### src/hdl/assert_macros.svh
// assertion helpers used by the rtl
`ifndef ASSERT_MACROS_SVH
`define ASSERT_MACROS_SVH

// same-cycle implication, checked on every rising edge outside reset
`define AM_IMPLIES(lbl, ante, cons, msg) \
    lbl: assert property (@(posedge clk) disable iff (!rst_n) (ante) |-> (cons)) \
        else $error(msg);

// next-cycle implication, checked on every rising edge outside reset
`define AM_NEXT(lbl, ante, cons, msg) \
    lbl: assert property (@(posedge clk) disable iff (!rst_n) (ante) |=> (cons)) \
        else $error(msg);

`endif

### src/hdl/acl_pkg.sv
package acl_pkg;

    // rule table size and derived widths
    localparam int RULES = 1024;
    localparam int IDX_W = $clog2(RULES);
    localparam int CNT_W = $clog2(RULES + 1);

    // function and result kind codes
    localparam logic FUNC_INSERT   = 1'b0;
    localparam logic FUNC_CLASSIFY = 1'b1;
    localparam logic KIND_INSERT   = 1'b0;
    localparam logic KIND_CLASSIFY = 1'b1;

    // request word
    typedef struct packed {
        logic        func;
        logic [19:0] priority_req;
        logic [7:0]  proto;
        logic        proto_exact;
        logic [31:0] src_addr;
        logic [5:0]  src_len;
        logic [31:0] dst_addr;
        logic [5:0]  dst_len;
        logic [15:0] src_port_lo;
        logic [15:0] src_port_hi;
        logic [15:0] dst_port_lo;
        logic [15:0] dst_port_hi;
    } acl_req_t;

    // response word
    typedef struct packed {
        logic        kind;
        logic        ok;
        logic [19:0] best_priority;
    } acl_rsp_t;

    // one rule as held in a cell, prefixes kept as address and mask
    typedef struct packed {
        logic [19:0] prio;
        logic        proto_exact;
        logic [7:0]  proto;
        logic [31:0] src_addr;
        logic [31:0] src_mask;
        logic [31:0] dst_addr;
        logic [31:0] dst_mask;
        logic [15:0] sp_lo;
        logic [15:0] sp_hi;
        logic [15:0] dp_lo;
        logic [15:0] dp_hi;
    } acl_rule_t;

    // token moving down the cell row
    // cnt: rule count seen at entry; hit/best: insert stored flag, or running best match
    typedef struct packed {
        logic             func;
        logic [CNT_W-1:0] cnt;
        logic             hit;
        logic [19:0]      best;
        acl_rule_t        rule;
    } acl_tok_t;

    // prefix length to address mask, lengths above 32 act as 32
    function automatic logic [31:0] len_mask(input logic [5:0] len);
        logic [5:0] l;
        l = (len > 6'd32) ? 6'd32 : len;
        return 32'hFFFF_FFFF << (6'd32 - l);
    endfunction

endpackage

### src/hdl/acl_cell.sv
module acl_cell (
    input  logic                           clk,
    input  logic                           rst_n,
    input  logic                           en,
    input  logic [acl_pkg::IDX_W-1:0]      idx,
    input  logic                           tok_valid,
    input  acl_pkg::acl_tok_t              tok,
    output logic                           out_valid,
    output acl_pkg::acl_tok_t              out_tok
);

    logic              valid_reg;
    acl_pkg::acl_tok_t tok_reg;
    acl_pkg::acl_tok_t tok_next;
    acl_pkg::acl_rule_t rule_reg;
    logic              live;
    logic              rule_match;
    logic              take;
    logic              write;

    // this cell holds a stored rule for tokens that entered after its insert
    assign live = acl_pkg::CNT_W'(idx) < tok.cnt;

    // five-tuple compare against the stored rule
    assign rule_match =
        (!rule_reg.proto_exact || (rule_reg.proto == tok.rule.proto)) &&
        (((tok.rule.src_addr ^ rule_reg.src_addr) & rule_reg.src_mask) == 32'h0) &&
        (((tok.rule.dst_addr ^ rule_reg.dst_addr) & rule_reg.dst_mask) == 32'h0) &&
        (tok.rule.sp_lo >= rule_reg.sp_lo) && (tok.rule.sp_lo <= rule_reg.sp_hi) &&
        (tok.rule.dp_lo >= rule_reg.dp_lo) && (tok.rule.dp_lo <= rule_reg.dp_hi);

    // classify token picks up a better priority
    assign take = tok_valid && (tok.func == acl_pkg::FUNC_CLASSIFY) && live && rule_match &&
                  (!tok.hit || (rule_reg.prio < tok.best));

    // insert token lands in the cell matching its slot
    assign write = en && tok_valid && (tok.func == acl_pkg::FUNC_INSERT) &&
                   (tok.cnt == acl_pkg::CNT_W'(idx));

    always_comb
    begin
        tok_next = tok;
        if (take)
        begin
            tok_next.hit  = 1'b1;
            tok_next.best = rule_reg.prio;
        end
    end

    // token valid bit
    always_ff @(posedge clk or negedge rst_n)
    begin
        if (!rst_n)
        begin
            valid_reg <= 1'b0;
        end
        else if (en)
        begin
            valid_reg <= tok_valid;
        end
    end

    // token payload and stored rule
    always_ff @(posedge clk)
    begin
        if (en)
        begin
            tok_reg <= tok_next;
        end
        if (write)
        begin
            rule_reg <= tok.rule;
        end
    end

    assign out_valid = valid_reg;
    assign out_tok   = tok_reg;

endmodule

### config.mk
export PLATFORM = sky130hd
export DESIGN_NAME = acl_cell
export DESIGN_NICKNAME = d
export VERILOG_FILES = /design/src/hdl/assert_macros.svh /design/src/hdl/acl_pkg.sv /design/src/hdl/acl_cell.sv
export SDC_FILE = /design/constraint.sdc
export NUM_CORES = 1
export LEC_CHECK = 0
export ABC_AREA = 0
export BUFFER_PORTS_ARGS = -buffer_cell sky130_fd_sc_hd__buf_4
export CORE_AREA = 2 2 205 207
export CTS_BUF_LIST = sky130_fd_sc_hd__clkbuf_8 sky130_fd_sc_hd__clkbuf_16
export CTS_CLUSTER_SIZE = 25
export DETAILED_ROUTE_END_ITERATION = 10
export DIE_AREA = 0 0 207 209
export GPL_ROUTABILITY_DRIVEN = 0
export PLACE_DENSITY = 0.78
export SETUP_SLACK_MARGIN = 0.4
export SKIP_LAST_GASP = 1
export SLEW_MARGIN = 20
export SYNTH_ARGS = -nofsm -noshare
export SYNTH_HDL_FRONTEND = slang
export SYNTH_SLANG_ARGS = --single-unit
export TNS_END_PERCENT = 10
### constraint.sdc
create_clock -name clk -period 2.7 [get_ports clk]
set_clock_uncertainty 0.05 [all_clocks]
set_input_delay 0.405 -clock clk [delete_from_list [all_inputs] [get_ports clk]]
set_output_delay 0.405 -clock clk [all_outputs]
set_load 0.05 [all_outputs]
**Yosys cells after proc, flatten, opt, wreduce, memory -nomap -nowiden**

Index checks and enable logic that the tools add are counted.

- Muxes and demuxes: 1
- Eq/ne operators: 2
- Bitwise gates (word level): 5
- Reduce and logical (&&, ||, !) cells: 19
- $lt $le $gt $ge: 6

Operators by type and width:

| kind | count |
|---|---|
| 32-bit AND | 2 |
| 32-bit zero test | 2 |
| 32-bit bitwise XOR | 2 |
| 16-bit >= comparator | 2 |
| 16-bit less-or-equal comparator | 2 |
| 20-bit less-than comparator | 1 |
| 20-bit two-way mux | 1 |
| 1-bit logical AND | 13 |
| 11-bit by 10-bit == test with 1-bit output | 1 |
| 10-bit by 11-bit less-than comparator with 1-bit output | 1 |
| 8-bit == test | 1 |
| 1-bit zero test | 2 |
| 1-bit logical OR | 2 |
| 1-bit NOT | 1 |

- Word-level logic and storage cells: 60
- Flip-flop bits (word level): 476
- Input bits: 268

**Depth between registers and ports, before layout**

Gate-level depths: netlist (run 1).

- Depth in word-level cells: 12
- Depth in mapped cells: 10
- Depth with buffers taken out: 9

**Worst setup path after synthesis (run 1)**

OpenSTA, ideal clock, no wires.

- Path kind: input to register
- Start point: input port tok[250] (netlist name)
- End point: register rule_reg[0] (netlist name) (enable)
- Setup slack: -14.342 ns
- Setup time: 1.073 ns
- Arrival: 15.919 ns
- Required time: 1.577 ns
- Stages: 6
- Path through: inv_1 -> ha_1 -> nand4_1 -> nor3b_1 -> inv_1 -> nor3_1

- Cells in the longest elaborated chain, start to end: 2

Ends and longest elaborated chain:

| what | line | source |
|---|---|---|
| start: declaration | acl_cell.sv:7 | `input acl_pkg::acl_tok_t tok,` |
| 11-bit by 10-bit == test with 1-bit output | acl_cell.sv:38 | `(tok.cnt == acl_pkg::CNT_W'(idx));` |
| 1-bit logical AND | acl_cell.sv:37 | `assign write = en && tok_valid && (tok.func == acl_pkg::FUNC_INSERT) &&` |
| via write | acl_cell.sv:19 | `logic write;` |
| end signal: assignment | acl_cell.sv:72 | `rule_reg <= tok.rule;` |
| end: declaration | acl_cell.sv:15 | `acl_pkg::acl_rule_t rule_reg;` |

The timed path passes the listed nets, and every way through them passes these cells.
A chain may end at the register's enable or synchronous reset.

==> impl_metrics.toml, run 1 <==
[setup_path]
worstSetupPathType = "reg2reg"
crit_required_ns = 2.96
reg2reg_setup_slack_ns = -0.51
critPathArrivalTime_ns = 3.47
cp_max_fo = 5
crit_path_end_kind = "register"
reg2regPathDepth = 12
critPathLaunchType = "register"

[cells_and_area]
largest_reg_flops = 254
area_growth_pct = 51.29
num-nets-final = 2166
fillers = 2668
layout-drive-gt1-share_pct = 41.36
stdcell_count = 2386

[floorplan]
io-pin-count = 523
start_util_pct = 43.46
die_h_microns = 209
core-area_sq_um = 41290
die_w_microns = 207
num_rows = 75
dieArea_sq_um = 43260

[global_route]
grt_first_pass_wirelength_microns = 78190
grt_max_degree = 114
antenna_found_initial = 2
grt_usage_pct = 24.04
grt_overflow_total = 0
grt_pass1_vias = 12877

[yosys]
async_flop_share_pct = 0.2101
synth_area_leader_cell = "edfxtp_1"
ys_top_cells_by_area = "edfxtp_1, ha_1, xor2_1"
synth_edf_count = 475
synth_top_cell_area_share_pct = 79.48
ys_seq_area_share_pct = 79.62
ys_types = 46
synth_most_common_cell = "edfxtp_1"
yosys_warnings = 0
ys_ff_latch = 476
synth_area_sq_um = 17950
synthTopCellsByCount = "edfxtp_1, inv_1, ha_1"
synth_ff_type = "edfxtp_1"
syn_nets = 1301
syn_area_per_cell_sq_um = 19.09
syn_inst = 940

[run_status]
violations = "negative setup slack"
status = "finished with violations"

[power_and_ir_drop]
seqPwrFrac_pct = 47.2
p_sw_share_pct = 26.14
peakVddDrop_mv = 0.6424
internal_power_mw = 13.45
switchingPower_mw = 4.759
p_comb_share_pct = 15.1
clkPwrFrac_pct = 37.6
power_density_nw_per_um2 = 670.6
cellLeakagePower_nw = 11.27

[min_path]
holdCritPathClass = "in2reg"
holdPathStages = 1

[clocking]
cts.path.max_buffers = 3
clkTransAtPathRegs_ns = 0.07
clock-sinks = 476
clkLatencyLatePin_ns = 0.58
htreeDepth = 2
cts-root-buf = "clkbuf_16"
cts_tree = "yes"
numCtsBuffers = 48

[place]
dp_slack_ns = -1.254
placed_cells = 2122
port_buffers = 522
place_hpwl_microns = 34560

[sta]
hold_viol = 0
fin_tns_setup_ns = -9.798
fin_crit_ns = 3.207
fin_crit_sh_pct = 118.8
max_freq_mhz = 311.8
rsz0062_at_grt = "true"
slew_violations = 0
setup_viol = 21
worstMarginPinSlew_ns = 0.7617
slew_headroom_pct = 49.22
setup_slack_ns = -0.5074

[detailed_routing]
drtPass1Iterations = 5
vias_per_cell = 5.023
drtAntennaViolNets = 0
drt_iter0_markers = 819
vias = 11985
finalWirelength_microns = 53710
drc = 0
wl_per_cell_microns = 22.51

[job]
drv_cap = 0
layout by cell type, fill, tap and decap left out, types with 23 or more instances in the layout:
cell type	Yosys	routed
buf_4	0	628
edfxtp_1	475	475
dlygate4sd3_1	0	168
inv_1	96	103
ha_1	93	89
xor2_1	72	72
clkbuf_16	0	52
a21oi_1	29	28
a22oi_1	28	28
nand4_1	23	23
logic make-up (layout without fill, tap and decap cells):
| family | count (synthesis) | after routing | synth area share [%] |
|---|---|---|---|
| flip-flops | 476 | 476 | 79.62 |
| AO/OA/AOI/OAI | 110 | 110 | 4.316 |
| buffers and inverters | 98 | 1003 | 2.133 |
| adder cells (fa/ha/maj) | 93 | 93 | 6.484 |
| XOR/XNOR | 72 | 72 | 3.514 |
| AND/OR/NAND/NOR | 70 | 70 | 2.196 |
| multiplexers | 21 | 21 | 1.736 |
| other | 0 | 2 | 0 |
final timing paths:
path	startpoint	endpoint
setup / recovery	rule_reg[193]	out_tok[238]
hold / removal	tok[62]	out_tok[62]
setup reg to reg	rule_reg[193]	out_tok[238]
hold reg to reg	out_valid	out_valid
max in group asynchronous	rst_n	out_valid
min in group asynchronous	rst_n	out_valid
power groups by stage:
| stage | registers (mW) | logic (mW) | clock network, mW |
|---|---|---|---|
| 4_1_cts | 8.58 | 2.73 | 6.87 |
| 3_5_place_dp | 8.73 | 2.51 | 0 |
| 3_3_place_gp | 8.72 | 2.47 | 0 |
| 2_1_floorplan | 9.82 | 0.212 | 0 |
| 6_report | 8.60 | 2.76 | 6.85 |
| 5_1_grt | 8.62 | 2.86 | 7.22 |
critical path: stages (launching register included):
cell,delay (ns)
edfxtp_1,0.41
xor2_1,0.17
nor4_2,0.35
buf_4,0.18
nand2_2,0.07
a2111oi_4,0.41
buf_4,0.17
nand4_1,0.09
buf_6,0.16
nor4_4,0.21
buf_6,0.18
buf_6,0.16
mux2_4,0.32
layer usage:
metal	vias up	share of wire [%]	track usage, %
met5	-	0	0
met4	0	2.9	8.054
met3	91	7.8	5.651
met2	569	54	44.17
met1	5941	36	27.49
li1	5384	-	-
repair_timing:
item / CTS / global route
pin swaps: 1 / 4
hold buffers: 168 / 0
gates cloned: 0 / 3
buffers inserted: 0 / 1
endpoints found under the hold margin: 327 / 0
endpoints found under the setup margin: 21 / 21
gates resized for setup: 4 / 5
cell type report:
cell class / instances / area [sq um] / share of cell area [%]
well taps: 539 / 674.4 / 2.484
inverters: 96 / 382.9 / 1.410
multi-input cells: 366 / 3378 / 12.44
repair buffers: 817 / 6795 / 25.03
clock inverters: 40 / 374.1 / 1.378
flip-flops and latches: 476 / 14290 / 52.63
diodes: 2 / 5.005 / 0.01843
clock buffers: 50 / 1251 / 4.609
per-stage QoR:
stage          power, mW  util [%]  hold slack [ns]  instance area [sq um]
2_1_floorplan      10.03         -          0.05941                  18030
3_3_place_gp       11.19     57.46           0.1322                  23730
3_5_place_dp       11.24     57.46           0.1335                  23730
4_1_cts            18.18     65.54        0.0003733                  27060
5_1_grt            18.69     65.75          0.01625                  27150
6_report           18.21     65.75          0.04093                  27150
No activity file was read; power rests on OpenSTA's default activity.
==> run 2: changes to the inputs <==
Settings changed: SKIP_LAST_GASP 1 to default.
==> run 2 against run 1 <==
The run still ends with negative setup slack left. Clock power about the same. Design area about the same. Via count decreased by 0.28%. Non-clock buffer count decreased by 2. Combinational power about the same. Sequential cell count unchanged. Fmax increased by 1.3%. Largest cell class unchanged.
==> impl_metrics.toml, run 2 (same netlist as run 1, synthesis figures left out) <==
[detailed_routing]
vias_per_cell = 5.013
drc = 0
vias = 11952
drtAntennaViolNets = 0
wl_per_cell_microns = 22.51
drtPass1Iterations = 5
drt_iter0_markers = 801
finalWirelength_microns = 53670

[clocking]
cts-root-buf = "clkbuf_16"
cts.path.max_buffers = 3
clkLatencyLatePin_ns = 0.59
numCtsBuffers = 48
cts_tree = "yes"
htreeDepth = 2
clkTransAtPathRegs_ns = 0.07
clock-sinks = 476

[floorplan]
dieArea_sq_um = 43260
die_w_microns = 207
core-area_sq_um = 41290
io-pin-count = 523
start_util_pct = 43.46
num_rows = 75
die_h_microns = 209

[sta]
max_freq_mhz = 316.0
rsz0062_at_grt = "true"
slew_violations = 0
whs_ns = 0.04219
worstMarginPinSlew_ns = 0.7780
fin_crit_ns = 3.165
fin_crit_sh_pct = 117.2
setup_viol = 21
setup_slack_ns = -0.4649
slew_headroom_pct = 48.14
hold_viol = 0

[cells_and_area]
layout_common_cells = "buf_4, edfxtp_1, dlygate4sd3_1, inv_1, ha_1"
num-nets-final = 2164
layout-drive-gt1-share_pct = 41.45
largest_reg_flops = 254
area_growth_pct = 51.18
final_common_cell = "buf_4"
stdcell_count = 2384

[job]
drv_cap = 0

[global_route]
grt_overflow_total = 0
grt_first_pass_wirelength_microns = 78260
antenna_found_initial = 2
grt_max_degree = 114
grt_usage_pct = 24.05
grt_pass1_vias = 12871

[setup_path]
crit_required_ns = 2.96
crit_path_end_kind = "register"
r2r_start = "rule_reg[193]"
reg2reg_setup_slack_ns = -0.46
r2r-end = "out_tok[238]"
worstSetupPathType = "reg2reg"
cp_max_fo = 10
reg2regPathDepth = 12
critPathArrivalTime_ns = 3.43
critPathLaunchType = "register"

[power_and_ir_drop]
peakVddDrop_mv = 0.6422
total_power_mw = 18.21
cellLeakagePower_nw = 11.27
power_density_nw_per_um2 = 671.3

[place]
placed_cells = 2122
place_hpwl_microns = 34560
dp_slack_ns = -1.254
port_buffers = 522

[min_path]
min_to = "out_tok[62]"
hp-start = "tok[62]"
holdCritPathClass = "in2reg"
holdPathStages = 1

[run_status]
violations = "negative setup slack"
status = "finished with violations"
==> run 2: how the worst max path moves through the flow <==
stage / start / endpoint / slack [ns] / cells past startpoint
finish: rule_reg[193] / out_tok[238] / -0.46 / 12
global route: rule_reg[193] / out_tok[238] / -0.58 / 12
CTS: rule_reg[196] / out_tok[230] / -0.53 / 11
detailed placement: tok[196] / out_tok[230] / -1.25 / 12
global placement: tok[196] / out_tok[224] / -1.26 / 12
floorplan: tok[249] / rule_reg[0] / -4.06 / 6
==> run 2: report_power, final <==
part           switching [mW]  leakage (nW)  internal (mW)
logic                    1.75          5.96           1.01
registers               0.116          4.48           8.48
clock network            2.90         0.829           3.96
==> run 2: layer usage <==
metal / vias up / part of all wire (%) / wire length, microns / GRT usage [%]
li1: 5375 / - / - / -
met1: 5896 / 36 / 19550 / 27.58
met2: 597 / 53 / 28630 / 44.29
met5: - / 0 / 0 / 0
met3: 84 / 7.7 / 4108 / 5.606
met4: 0 / 2.6 / 1382 / 7.734
==> run 2: critical path, cell delays in order (launching register included) <==
cell,delay [ns]
edfxtp_1,0.41
xor2_1,0.17
nor4_2,0.36
buf_4,0.19
nand2_4,0.05
a2111oi_4,0.35
buf_4,0.17
nand4_1,0.11
buf_6,0.15
nor4_4,0.19
buf_4,0.19
clkbuf_16,0.18
mux2_4,0.31
==> run 2: stage by stage <==
stage | setup TNS, ns | area [sq um] | utilization, %
after floorplan | -900.17 | 18030 | -
after global placement | -26.16 | 23730 | 57.46
after detailed placement | -25.95 | 23730 | 57.46
final | -8.996 | 27130 | 65.71
after CTS | -10.73 | 27080 | 65.58
after global routing | -11.45 | 27130 | 65.71
==> run 2: final cells by class <==
| class | instances | area [sq um] |
|---|---|---|
| multi-input cells | 366 | 3400 |
| well taps | 539 | 674.4 |
| diodes | 2 | 5.005 |
| fillers | 2673 | 14160 |
| flip-flops and latches | 476 | 14290 |
| clock buffers | 50 | 1251 |
| repair buffers | 815 | 6755 |
| inverters | 96 | 382.9 |
| clock inverters | 40 | 374.1 |
==> run 2: what timing repair did <==
action | in CTS | in global routing
cloned | 0 | 1
buffers inserted | 0 | 1
resized for setup | 9 | 3
endpoints found under the hold margin | 327 | 0
hold buffers | 168 | 0
pin swaps | 1 | 2
endpoints found under the setup margin | 21 | 21
